$ cat src/hhpb_pkg.sv
package hhpb_pkg;

    localparam int HUE_W      = 8;
    localparam int BINCNT_W   = 6;
    localparam int PEAK_W     = 5;
    localparam int CFG_IDX_W  = 2;
    localparam int CFG_DATA_W = 8;

    localparam logic [CFG_IDX_W-1:0] CFG_RANGE_LOW  = 2'd0;
    localparam logic [CFG_IDX_W-1:0] CFG_RANGE_HIGH = 2'd1;
    localparam logic [CFG_IDX_W-1:0] CFG_BIN_COUNT  = 2'd2;

    localparam logic [HUE_W-1:0]    RST_RANGE_LOW  = 8'd40;
    localparam logic [HUE_W-1:0]    RST_RANGE_HIGH = 8'd90;
    localparam logic [BINCNT_W-1:0] RST_BIN_COUNT  = 6'd20;

    typedef struct packed {
        logic [HUE_W-1:0] hue;
        logic             last_pixel;
    } t_in_beat;

    typedef struct packed {
        logic [HUE_W-1:0]  band_lo;
        logic [HUE_W-1:0]  band_hi;
        logic [PEAK_W-1:0] peak_bin;
    } t_out_beat;

    typedef struct packed {
        logic inc;
        logic shift;
    } t_cell_ctl;

    typedef struct packed {
        logic pass1;
        logic pass2;
    } t_scan_ctl;

endpackage

$ cat src/hhpb_cell.sv
module hhpb_cell
    import hhpb_pkg::*;
#(
    parameter int IDX = 0,
    parameter int CW  = 20,
    parameter int KW  = 14
) (
    input  logic             i_clk,
    input  logic             i_rst_n,
    input  t_cell_ctl        i_ctl,
    input  logic [KW-1:0]    i_key,
    input  logic [HUE_W-1:0] i_span,
    input  logic [CW-1:0]    i_shift_in,
    output logic [CW-1:0]    o_cnt
);

    logic [CW-1:0] r_cnt;
    logic [KW-1:0] r_lb;
    logic [KW-1:0] r_ub;
    logic          w_hit;

    // bin edges in the scaled key domain
    always_ff @(posedge i_clk) begin
        r_lb <= KW'(IDX) * KW'(i_span);
        r_ub <= KW'(IDX + 1) * KW'(i_span);
    end

    assign w_hit = i_ctl.inc && (i_key >= r_lb) && (i_key < r_ub);

    always_ff @(posedge i_clk) begin
        if (!i_rst_n) begin
            r_cnt <= '0;
        end else if (i_ctl.shift) begin
            r_cnt <= i_shift_in;
        end else if (w_hit && (r_cnt != {CW{1'b1}})) begin
            r_cnt <= r_cnt + CW'(1);
        end
    end

    assign o_cnt = r_cnt;

endmodule

$ cat src/hhpb_scan.sv
module hhpb_scan
    import hhpb_pkg::*;
#(
    parameter int CW = 20,
    parameter int IW = 5,
    parameter int NW = 6
) (
    input  logic          i_clk,
    input  logic          i_rst_n,
    input  t_scan_ctl     i_ctl,
    input  logic [IW-1:0] i_idx,
    input  logic [NW-1:0] i_n,
    input  logic [CW-1:0] i_cnt,
    output logic [IW-1:0] o_peak,
    output logic [IW-1:0] o_lo_idx,
    output logic          o_lo_fnd,
    output logic [IW-1:0] o_hi_idx,
    output logic          o_hi_fnd
);

    logic [CW-1:0]   r_mx;
    logic [CW-1:0]   r_mn;
    logic [CW-1:0]   r_diff;
    logic [IW-1:0]   r_peak;
    logic [IW-1:0]   r_lo_idx;
    logic [IW-1:0]   r_hi_idx;
    logic            r_lo_fnd;
    logic            r_hi_fnd;
    logic            w_in_use;
    logic [CW-1:0]   w_d;
    logic [CW+3:0]   w_d10;
    logic            w_below;

    assign w_in_use = NW'(i_idx) < i_n;
    assign w_d      = i_cnt - r_mn;
    // ten times the distance above the minimum
    assign w_d10    = {1'b0, w_d, 3'b000} + {3'b000, w_d, 1'b0};
    assign w_below  = w_d10 < (CW + 4)'(r_diff);

    always_ff @(posedge i_clk) begin
        r_diff <= r_mx - r_mn;
        if (i_ctl.pass1) begin
            if (i_idx == '0) begin
                r_mx   <= i_cnt;
                r_mn   <= i_cnt;
                r_peak <= '0;
            end else if (w_in_use) begin
                if (i_cnt > r_mx) begin
                    r_mx   <= i_cnt;
                    r_peak <= i_idx;
                end
                if (i_cnt < r_mn) begin
                    r_mn <= i_cnt;
                end
            end
        end
        if (i_ctl.pass2 && w_in_use && w_below) begin
            if (i_idx <= r_peak) begin
                r_lo_idx <= i_idx;
            end
            if ((i_idx >= r_peak) && !r_hi_fnd) begin
                r_hi_idx <= i_idx;
            end
        end
    end

    always_ff @(posedge i_clk) begin
        if (!i_rst_n) begin
            r_lo_fnd <= 1'b0;
            r_hi_fnd <= 1'b0;
        end else if (i_ctl.pass1 && (i_idx == '0)) begin
            r_lo_fnd <= 1'b0;
            r_hi_fnd <= 1'b0;
        end else if (i_ctl.pass2 && w_in_use && w_below) begin
            if (i_idx <= r_peak) begin
                r_lo_fnd <= 1'b1;
            end
            if (i_idx >= r_peak) begin
                r_hi_fnd <= 1'b1;
            end
        end
    end

    assign o_peak   = r_peak;
    assign o_lo_idx = r_lo_idx;
    assign o_lo_fnd = r_lo_fnd;
    assign o_hi_idx = r_hi_idx;
    assign o_hi_fnd = r_hi_fnd;

    a_lo_below_peak: assert property (@(posedge i_clk) disable iff (!i_rst_n)
        r_lo_fnd |-> (r_lo_idx <= r_peak))
        else $error("lower stop bin above peak");

    a_hi_above_peak: assert property (@(posedge i_clk) disable iff (!i_rst_n)
        r_hi_fnd |-> (r_hi_idx >= r_peak))
        else $error("upper stop bin below peak");

endmodule

$ cat src/hhpb_div.sv
module hhpb_div
    import hhpb_pkg::*;
#(
    parameter int NW = 6,
    parameter int KW = 14
) (
    input  logic             i_clk,
    input  logic             i_rst_n,
    input  logic             i_start,
    input  logic [KW-1:0]    i_num,
    input  logic [NW-1:0]    i_den,
    output logic             o_done,
    output logic [HUE_W-1:0] o_quo
);

    localparam int SW = $clog2(KW + 1);

    logic [NW-1:0] r_rem;
    logic [KW-1:0] r_quo;
    logic [SW-1:0] r_step;
    logic          r_busy;
    logic          r_done;
    logic [NW:0]   w_rem_sh;
    logic          w_ge;
    logic [NW-1:0] w_rem_nx;

    assign w_rem_sh = {r_rem, r_quo[KW-1]};
    assign w_ge     = w_rem_sh >= {1'b0, i_den};
    assign w_rem_nx = w_ge ? NW'(w_rem_sh - {1'b0, i_den}) : NW'(w_rem_sh);

    always_ff @(posedge i_clk) begin
        if (!i_rst_n) begin
            r_busy <= 1'b0;
            r_done <= 1'b0;
        end else begin
            r_done <= 1'b0;
            if (i_start) begin
                r_rem  <= '0;
                r_quo  <= i_num;
                r_step <= SW'(KW);
                r_busy <= 1'b1;
            end else if (r_busy) begin
                r_rem  <= w_rem_nx;
                r_quo  <= {r_quo[KW-2:0], w_ge};
                r_step <= r_step - SW'(1);
                if (r_step == SW'(1)) begin
                    r_busy <= 1'b0;
                    r_done <= 1'b1;
                end
            end
        end
    end

    assign o_done = r_done;
    assign o_quo  = r_quo[HUE_W-1:0];

    a_done_idle: assert property (@(posedge i_clk) disable iff (!i_rst_n)
        r_done |-> !r_busy)
        else $error("divider done while still stepping");

endmodule

$ cat src/hue_histogram_peak_band_top.sv
// hue histogram peak band finder
// input channel: one pixel hue per beat (i_in_valid / o_in_ready), with a
// last_pixel flag closing the frame. pixels inside [range_low, range_high)
// are binned into a row of counter cells, one beat per clock, while counting.
// output channel: one beat per frame (o_out_valid / i_out_ready) carrying
// the lower and upper hue bounds of the dominant band and the peak bin.
// config port: i_cfg_we writes register i_cfg_idx (0 range_low, 1 range_high,
// 2 bin_count) at once; write only while no frame is in progress.
// after the last pixel beat the input stalls while the cell row is
// rotated once to find max, min and peak, rotated again with zero fill to
// find the stop bins and clear the counts, and two bounds go through a
// shared bit-serial divider of 8 + clog2(MAX_BINS+1) steps each.
// the result sits in an output register, so a stalled receiver holds the
// result while the next frame is counted; a further frame end waits for it.
// reset: config registers return to 40, 90, 20 and all counts are zero.
module hue_histogram_peak_band_top
    import hhpb_pkg::*;
#(
    parameter int MAX_BINS    = 32,
    parameter int COUNT_WIDTH = 20
) (
    input  logic                  i_clk,
    input  logic                  i_rst_n,
    input  logic                  i_in_valid,
    output logic                  o_in_ready,
    input  t_in_beat              i_in_data,
    output logic                  o_out_valid,
    input  logic                  i_out_ready,
    output t_out_beat             o_out_data,
    input  logic                  i_cfg_we,
    input  logic [CFG_IDX_W-1:0]  i_cfg_idx,
    input  logic [CFG_DATA_W-1:0] i_cfg_data
);

    localparam int IW = $clog2(MAX_BINS);
    localparam int NW = $clog2(MAX_BINS + 1);
    localparam int KW = HUE_W + NW;
    localparam int CW = COUNT_WIDTH;

    typedef enum logic [3:0] {
        S_COUNT, S_FLUSH, S_PASS1, S_GAP, S_PASS2,
        S_DLO_ST, S_DLO_W, S_DHI_ST, S_DHI_W, S_DONE
    } t_state;

    t_state           r_state;
    logic [HUE_W-1:0] r_rl;
    logic [HUE_W-1:0] r_rh;
    logic [BINCNT_W-1:0] r_bc;
    logic             r_p_hit;
    logic [KW-1:0]    r_p_key;
    logic [IW-1:0]    r_idx;
    logic [HUE_W-1:0] r_lo_q;
    logic [HUE_W-1:0] r_hi_q;
    logic             r_out_valid;
    t_out_beat        r_out;

    logic             w_in_acc;
    logic [NW-1:0]    w_n;
    logic [HUE_W-1:0] w_span;
    logic             w_hit;
    t_cell_ctl        w_cell_ctl;
    t_scan_ctl        w_scan_ctl;
    logic [CW-1:0]    w_cnt [MAX_BINS];
    logic [IW-1:0]    w_peak;
    logic [IW-1:0]    w_lo_idx;
    logic [IW-1:0]    w_hi_idx;
    logic             w_lo_fnd;
    logic             w_hi_fnd;
    logic             w_div_start;
    logic [KW-1:0]    w_div_num;
    logic             w_div_done;
    logic [HUE_W-1:0] w_div_quo;
    logic             w_last_idx;
    logic             w_out_load;

    // config registers
    always_ff @(posedge i_clk) begin
        if (!i_rst_n) begin
            r_rl <= RST_RANGE_LOW;
            r_rh <= RST_RANGE_HIGH;
            r_bc <= RST_BIN_COUNT;
        end else if (i_cfg_we) begin
            unique case (i_cfg_idx)
                CFG_RANGE_LOW:  r_rl <= i_cfg_data;
                CFG_RANGE_HIGH: r_rh <= i_cfg_data;
                CFG_BIN_COUNT:  r_bc <= BINCNT_W'(i_cfg_data);
                default: ;
            endcase
        end
    end

    // bins in use, clamped to 1..MAX_BINS
    always_comb begin
        if (r_bc == '0) begin
            w_n = NW'(1);
        end else if (int'(r_bc) > MAX_BINS) begin
            w_n = NW'(MAX_BINS);
        end else begin
            w_n = NW'(r_bc);
        end
    end

    assign w_span   = r_rh - r_rl;
    assign o_in_ready = (r_state == S_COUNT);
    assign w_in_acc = i_in_valid && o_in_ready;
    assign w_hit    = w_in_acc && (r_rh > r_rl) && (i_in_data.hue >= r_rl)
                      && (i_in_data.hue < r_rh);

    // scaled key: (hue - range_low) * bins
    always_ff @(posedge i_clk) begin
        if (!i_rst_n) begin
            r_p_hit <= 1'b0;
        end else begin
            r_p_hit <= w_hit;
        end
        r_p_key <= KW'(i_in_data.hue - r_rl) * KW'(w_n);
    end

    assign w_cell_ctl.inc   = r_p_hit;
    assign w_cell_ctl.shift = (r_state == S_PASS1) || (r_state == S_PASS2);
    assign w_scan_ctl.pass1 = (r_state == S_PASS1);
    assign w_scan_ctl.pass2 = (r_state == S_PASS2);

    for (genvar j = 0; j < MAX_BINS; j++) begin : g_cell
        logic [CW-1:0] w_sh_in;
        if (j < MAX_BINS - 1) begin : g_mid
            assign w_sh_in = w_cnt[j+1];
        end else begin : g_end
            assign w_sh_in = (r_state == S_PASS1) ? w_cnt[0] : '0;
        end
        hhpb_cell #(
            .IDX (j),
            .CW  (CW),
            .KW  (KW)
        ) u_cell (
            .i_clk      (i_clk),
            .i_rst_n    (i_rst_n),
            .i_ctl      (w_cell_ctl),
            .i_key      (r_p_key),
            .i_span     (w_span),
            .i_shift_in (w_sh_in),
            .o_cnt      (w_cnt[j])
        );
    end

    hhpb_scan #(
        .CW (CW),
        .IW (IW),
        .NW (NW)
    ) u_scan (
        .i_clk    (i_clk),
        .i_rst_n  (i_rst_n),
        .i_ctl    (w_scan_ctl),
        .i_idx    (r_idx),
        .i_n      (w_n),
        .i_cnt    (w_cnt[0]),
        .o_peak   (w_peak),
        .o_lo_idx (w_lo_idx),
        .o_lo_fnd (w_lo_fnd),
        .o_hi_idx (w_hi_idx),
        .o_hi_fnd (w_hi_fnd)
    );

    assign w_div_start = (r_state == S_DLO_ST) || (r_state == S_DHI_ST);
    assign w_div_num   = KW'(w_span) * KW'((r_state == S_DLO_ST) ? w_lo_idx : w_hi_idx);

    hhpb_div #(
        .NW (NW),
        .KW (KW)
    ) u_div (
        .i_clk   (i_clk),
        .i_rst_n (i_rst_n),
        .i_start (w_div_start),
        .i_num   (w_div_num),
        .i_den   (w_n),
        .o_done  (w_div_done),
        .o_quo   (w_div_quo)
    );

    assign w_last_idx = (r_idx == IW'(MAX_BINS - 1));
    assign w_out_load = (r_state == S_DONE) && (!r_out_valid || i_out_ready);

    always_ff @(posedge i_clk) begin
        if (!i_rst_n) begin
            r_state     <= S_COUNT;
            r_idx       <= '0;
            r_out_valid <= 1'b0;
        end else begin
            if (w_out_load) begin
                r_out_valid <= 1'b1;
            end else if (o_out_valid && i_out_ready) begin
                r_out_valid <= 1'b0;
            end
            unique case (r_state)
                S_COUNT: begin
                    if (w_in_acc && i_in_data.last_pixel) begin
                        r_state <= S_FLUSH;
                    end
                end
                S_FLUSH: begin
                    r_idx   <= '0;
                    r_state <= S_PASS1;
                end
                S_PASS1: begin
                    if (w_last_idx) begin
                        r_idx   <= '0;
                        r_state <= S_GAP;
                    end else begin
                        r_idx <= r_idx + IW'(1);
                    end
                end
                S_GAP: begin
                    r_state <= S_PASS2;
                end
                S_PASS2: begin
                    if (w_last_idx) begin
                        r_idx   <= '0;
                        r_state <= S_DLO_ST;
                    end else begin
                        r_idx <= r_idx + IW'(1);
                    end
                end
                S_DLO_ST: begin
                    r_state <= S_DLO_W;
                end
                S_DLO_W: begin
                    if (w_div_done) begin
                        r_lo_q  <= w_div_quo;
                        r_state <= S_DHI_ST;
                    end
                end
                S_DHI_ST: begin
                    r_state <= S_DHI_W;
                end
                S_DHI_W: begin
                    if (w_div_done) begin
                        r_hi_q  <= w_div_quo;
                        r_state <= S_DONE;
                    end
                end
                S_DONE: begin
                    if (w_out_load) begin
                        r_out.band_lo  <= w_lo_fnd ? (r_rl + r_lo_q) : r_rl;
                        r_out.band_hi  <= w_hi_fnd ? (r_rl + r_hi_q)
                                                   : (r_rh - HUE_W'(1));
                        r_out.peak_bin <= PEAK_W'(w_peak);
                        r_state        <= S_COUNT;
                    end
                end
                default: r_state <= S_COUNT;
            endcase
        end
    end

    assign o_out_valid = r_out_valid;
    assign o_out_data  = r_out;

    a_out_from_done: assert property (@(posedge i_clk) disable iff (!i_rst_n)
        $rose(r_out_valid) |-> $past(r_state == S_DONE))
        else $error("result raised outside the done state");

    a_scan_after_flush: assert property (@(posedge i_clk) disable iff (!i_rst_n)
        ((r_state == S_PASS1) && (r_idx == '0)) |-> $past(r_state == S_FLUSH))
        else $error("scan started without a flushed last pixel");

endmodule

$ cat config.mk
export PLATFORM = sky130hd
export DESIGN_NAME = hue_histogram_peak_band_top
export DESIGN_NICKNAME = d
export VERILOG_FILES = /design/src/hhpb_pkg.sv /design/src/hhpb_cell.sv /design/src/hhpb_scan.sv /design/src/hhpb_div.sv /design/src/hue_histogram_peak_band_top.sv
export SDC_FILE = /design/constraint.sdc
export NUM_CORES = 2
export LEC_CHECK = 0
export ABC_AREA = 1
export BUFFER_PORTS_ARGS = -buffer_cell sky130_fd_sc_hd__buf_2
export CORE_UTILIZATION = 40
export DETAILED_ROUTE_END_ITERATION = 12
export SLEW_MARGIN = 0
export SYNTH_ARGS = -nofsm -noshare
export SYNTH_HDL_FRONTEND = slang
export SYNTH_SLANG_ARGS = --single-unit
export TNS_END_PERCENT = 50
$ cat constraint.sdc
create_clock -name i_clk -period 7.6 [get_ports i_clk]
set_input_delay 0.38 -clock i_clk [delete_from_list [all_inputs] [get_ports i_clk]]
set_output_delay 0.38 -clock i_clk [all_outputs]
set_load 0.01 [all_outputs]
==> flow_summary.json <==
{
  "crit_type": "flop to flop",
  "fin_crit_sh_pct": 77.2,
  "mostFrequentLayoutCell": "sky130_fd_sc_hd__nand2_1",
  "cts_max_path_buffers": 3,
  "maximum_frequency_from_static_timing_analysis_mhz": 171,
  "tritoncts": "built",
  "area_grow_syn2layout_pct": 8.67,
  "grt_start_max_net_pins": 203,
  "synth_enable_flop_cells": 116,
  "finish.net_count": 11053,
  "hold_class": "primary input to flop",
  "worst_path_max_delay_cell": "sky130_fd_sc_hd__dfxtp_1",
  "timing.critical_path.to_type": "flop",
  "synth_top_area_share_pct": 23.9,
  "synth-seq-cells": 972,
  "power.density_nw_per_um2": 320,
  "clock_tree.htree_level_count": 3,
  "leakage_power_nw": 30.2,
  "place_hpwl_mm": 152,
  "flip_flop_cell_with_the_highest_count_after_synthesis": "sky130_fd_sc_hd__dfxtp_1",
  "setup_total_negative_slack_ns": 0,
  "critical-path-top-cell-by-count": "sky130_fd_sc_hd__nand2_1",
  "fp.coreArea_um2": 177000,
  "total_die_area_um2": 181000,
  "grt-ovfl-total": 0,
  "route.detailed.wl_per_inst_um": 16.8,
  "report.final.slew_viol_count": 0,
  "post_cts_resize_count": 0,
  "clock_period_minus_final_worst_setup_slack_ns": 5.86,
  "cts-root-buf": "sky130_fd_sc_hd__clkbuf_16",
  "vias_per_cell": 5.40,
  "clk_transition_reported_paths_ns": 0.06,
  "cp.required_ns": 8.02,
  "ioPinCount": 47,
  "netlist_top_cells_area": "sky130_fd_sc_hd__dfxtp_1 24%, sky130_fd_sc_hd__ha_1 12%, sky130_fd_sc_hd__nand2_1 12%",
  "vertical_die_dimension_um": 425,
  "numCtsBuffers": 116,
  "number_of_endpoints_failing_setup_at_the_final_stage": 0,
  "fillerInstances": 18059,
  "worst-r2r-cell-count": 28,
  "firstDrtPassIters": 6,
  "share_of_async_settable_or_async_resettable_flops_after_synthesis_pct": 0,
  "port_buffers": 46,
  "vias": 68378,
  "grt_pass1_vias": 63696,
  "cts_num_sinks": 972,
  "yosys.cell_types.count": 71,
  "post_synth_instance_area_um2": 71600,
  "ir_worst_vdd_uv": 212,
  "clk-insertion-delay-late_ns": 0.78,
  "grt_first_pass_wirelength_mm": 341,
  "mostFrequentLayoutCells": "2202 x sky130_fd_sc_hd__nand2_1, 1281 x sky130_fd_sc_hd__inv_1, 1097 x sky130_fd_sc_hd__a21oi_1, 957 x sky130_fd_sc_hd__o21ai_0, 855 x sky130_fd_sc_hd__dfxtp_1",
  "timing.critical_path.fanout_max": 10,
  "synth_cells": 10341,
  "finalClockSkew_ns": 0.0353,
  "worst_setup_sp_type": "flop",
  "route.antenna.remaining_nets": 0,
  "fraction_of_layout_instances_using_a_drive_strength_above_1_pct": 4.18,
  "cp_data_arrival_time_ns": 6.29,
  "grt_setup_unrepaired": "false",
  "wl_mm": 212,
  "outcome": "finished clean",
  "syn_area_per_cell_um2": 6.93,
  "cap_violations": 0,
  "route.detailed.drc": 0,
  "worst_slew_pin_slew_ns": 1.14,
  "drt_iter0_markers": 5527,
  "die_width_um": 425,
  "gp_routability_congestion": 0.920,
  "cts_setup_buffers": 0,
  "rel_slew_slack_pct": 23.6,
  "detailedPlace.worstSlack_ns": 1.72,
  "antenna_found_initial": 4,
  "postLayoutSetupSlackWorst_ns": 1.74,
  "floorplan.initialDensity_pct": 40.4,
  "crit_path_max_incr_delay_ns": 0.59,
  "synth_area_leader_cell": "sky130_fd_sc_hd__dfxtp_1",
  "synth.net_count": 11166,
  "ys_seq_area_share_pct": 28.8,
  "gr-usage-all-layers_pct": 22.8,
  "holdPathStages": 4,
  "yosysWarningCount": 0,
  "num_rows": 154,
  "hold_viol_final": 0
}
layer usage:
layer / wire (um) / vias up / global-route usage (%) / part of all wire (%)
met1: 103000 / 32002 / 33.0 / 48
met3: 11700 / 262 / 2.70 / 5.5
li1: - / 34389 / - / -
met2: 93700 / 1721 / 35.9 / 44
met4: 3960 / 4 / 5.50 / 1.9
met5: 21 / - / 0 / 0.0099
flip-flops by register name (all words and copies together), names as in the netlist, 14 cells and up:
signal and cells:
r_p_key 14, u_scan.r_diff 20, g_cell.u_cell.r_lb 145, u_div.r_quo 14, g_cell.u_cell.o_cnt 640, o_out_data 21, u_scan.r_mn 20, u_scan.r_mx 20
worst paths after layout:
check	start	to	slack, ns
max	g_cell[0].u_cell.o_cnt[2]$_SDFFE_PN0P_	u_scan.o_hi_idx[2]$_DFFE_PP_	1.74
min	i_in_data[8]	r_p_hit$_SDFF_PN0_	0.12
max reg2reg	g_cell[0].u_cell.o_cnt[2]$_SDFFE_PN0P_	u_scan.o_hi_idx[2]$_DFFE_PP_	1.74
min reg2reg	u_scan.o_peak[4]$_SDFFCE_PN0P_	o_out_data[4]$_DFFE_PP_	0.45
power breakdown:
part	leakage, nW	internal, mW	switching [mW]
Sequential	8.03	6.03	0.487
Clock	1.92	3.35	2.43
Combinational	20.2	4.34	8.25
Total	30.2	13.7	11.2
logic make-up (layout without fill, tap and decap cells):
group                      after synthesis  count (layout)  synth area share [%]
DFF                                    972             972                  28.8
AOI/OAI and AO/OA                     2475            2475                  18.5
muxes                                    1               1                0.0140
adders and majority gates              801             801                  15.5
buffers and inverters                 1683            1665                  9.29
other                                    0               1                     0
and+or+nand+nor                       4120            4120                  24.4
xor gates and xnor gates               289             289                  3.53
per-stage QoR:
step	power (mW)	utilization [%]	cell area, um2	std cells	hold WS [ns]
after floorplan	15.7	-	71600	10341	0.422
after global placement	18.7	41.7	73800	12436	0.447
after detailed placement	19.1	41.7	73800	12436	0.440
after CTS	24.9	44.0	77800	12663	0.0594
after global routing	26.9	44.0	77800	12663	0.129
final	24.9	44.0	77800	12664	0.120
synthesized netlist by cell type, types with 12 or more instances:
master                     number
sky130_fd_sc_hd__nor4_1        51
sky130_fd_sc_hd__edfxtp_1     116
sky130_fd_sc_hd__or2_2         28
sky130_fd_sc_hd__dfxtp_1      856
sky130_fd_sc_hd__o21bai_1      24
sky130_fd_sc_hd__nor2_1       794
sky130_fd_sc_hd__nand4_1      179
sky130_fd_sc_hd__buf_2        136
sky130_fd_sc_hd__a21o_1        21
sky130_fd_sc_hd__nor3_1       268
sky130_fd_sc_hd__nand3b_1      12
sky130_fd_sc_hd__a211oi_1      19
sky130_fd_sc_hd__a21oi_1     1098
sky130_fd_sc_hd__o21ai_0      958
sky130_fd_sc_hd__buf_4         23
sky130_fd_sc_hd__o211ai_1      35
sky130_fd_sc_hd__o21a_1        16
sky130_fd_sc_hd__o31ai_1       16
sky130_fd_sc_hd__nor2_2        15
sky130_fd_sc_hd__nand2_1     2202
sky130_fd_sc_hd__o21ai_1       18
sky130_fd_sc_hd__inv_1       1281
sky130_fd_sc_hd__xor2_1       211
sky130_fd_sc_hd__o22ai_1       89
sky130_fd_sc_hd__fa_1         140
sky130_fd_sc_hd__o211a_1       12
sky130_fd_sc_hd__inv_2         21
sky130_fd_sc_hd__a31oi_1      104
sky130_fd_sc_hd__nand3_1      499
sky130_fd_sc_hd__nor3b_1       21
sky130_fd_sc_hd__ha_1         661
sky130_fd_sc_hd__xnor2_1       78
sky130_fd_sc_hd__clkbuf_1     189
layout make-up:
| cell class | count | area [um2] | share of cell area [%] |
|---|---|---|---|
| inverters | 1310 | 4930 | 6.34 |
| clock buffers | 172 | 3430 | 4.40 |
| repair buffers | 142 | 1060 | 1.37 |
| multi-input cells | 7686 | 44400 | 57.0 |
| flip-flops and latches | 972 | 20600 | 26.5 |
| well taps | 2340 | 2930 | 3.76 |
| diodes | 1 | 2.50 | 0.00321 |
| clock inverters | 41 | 470 | 0.604 |
critical path: cells and delay by family, from the launching register on:
| kind | cells | cell delay [ns] |
|---|---|---|
| compound gates | 8 | 2.04 |
| xor+xnor | 2 | 0.37 |
| fa+ha+maj | 3 | 0.93 |
| buf+inv | 3 | 0.16 |
| flops | 1 | 0.59 |
| simple gates | 12 | 1.40 |
what timing repair did:
item                                    in CTS  in global routing
hold buffers                                14                  0
endpoints found under the setup margin       0                  0
endpoints found under the hold margin       25                  0
Note: power is estimated with default switching activity, not from simulation.
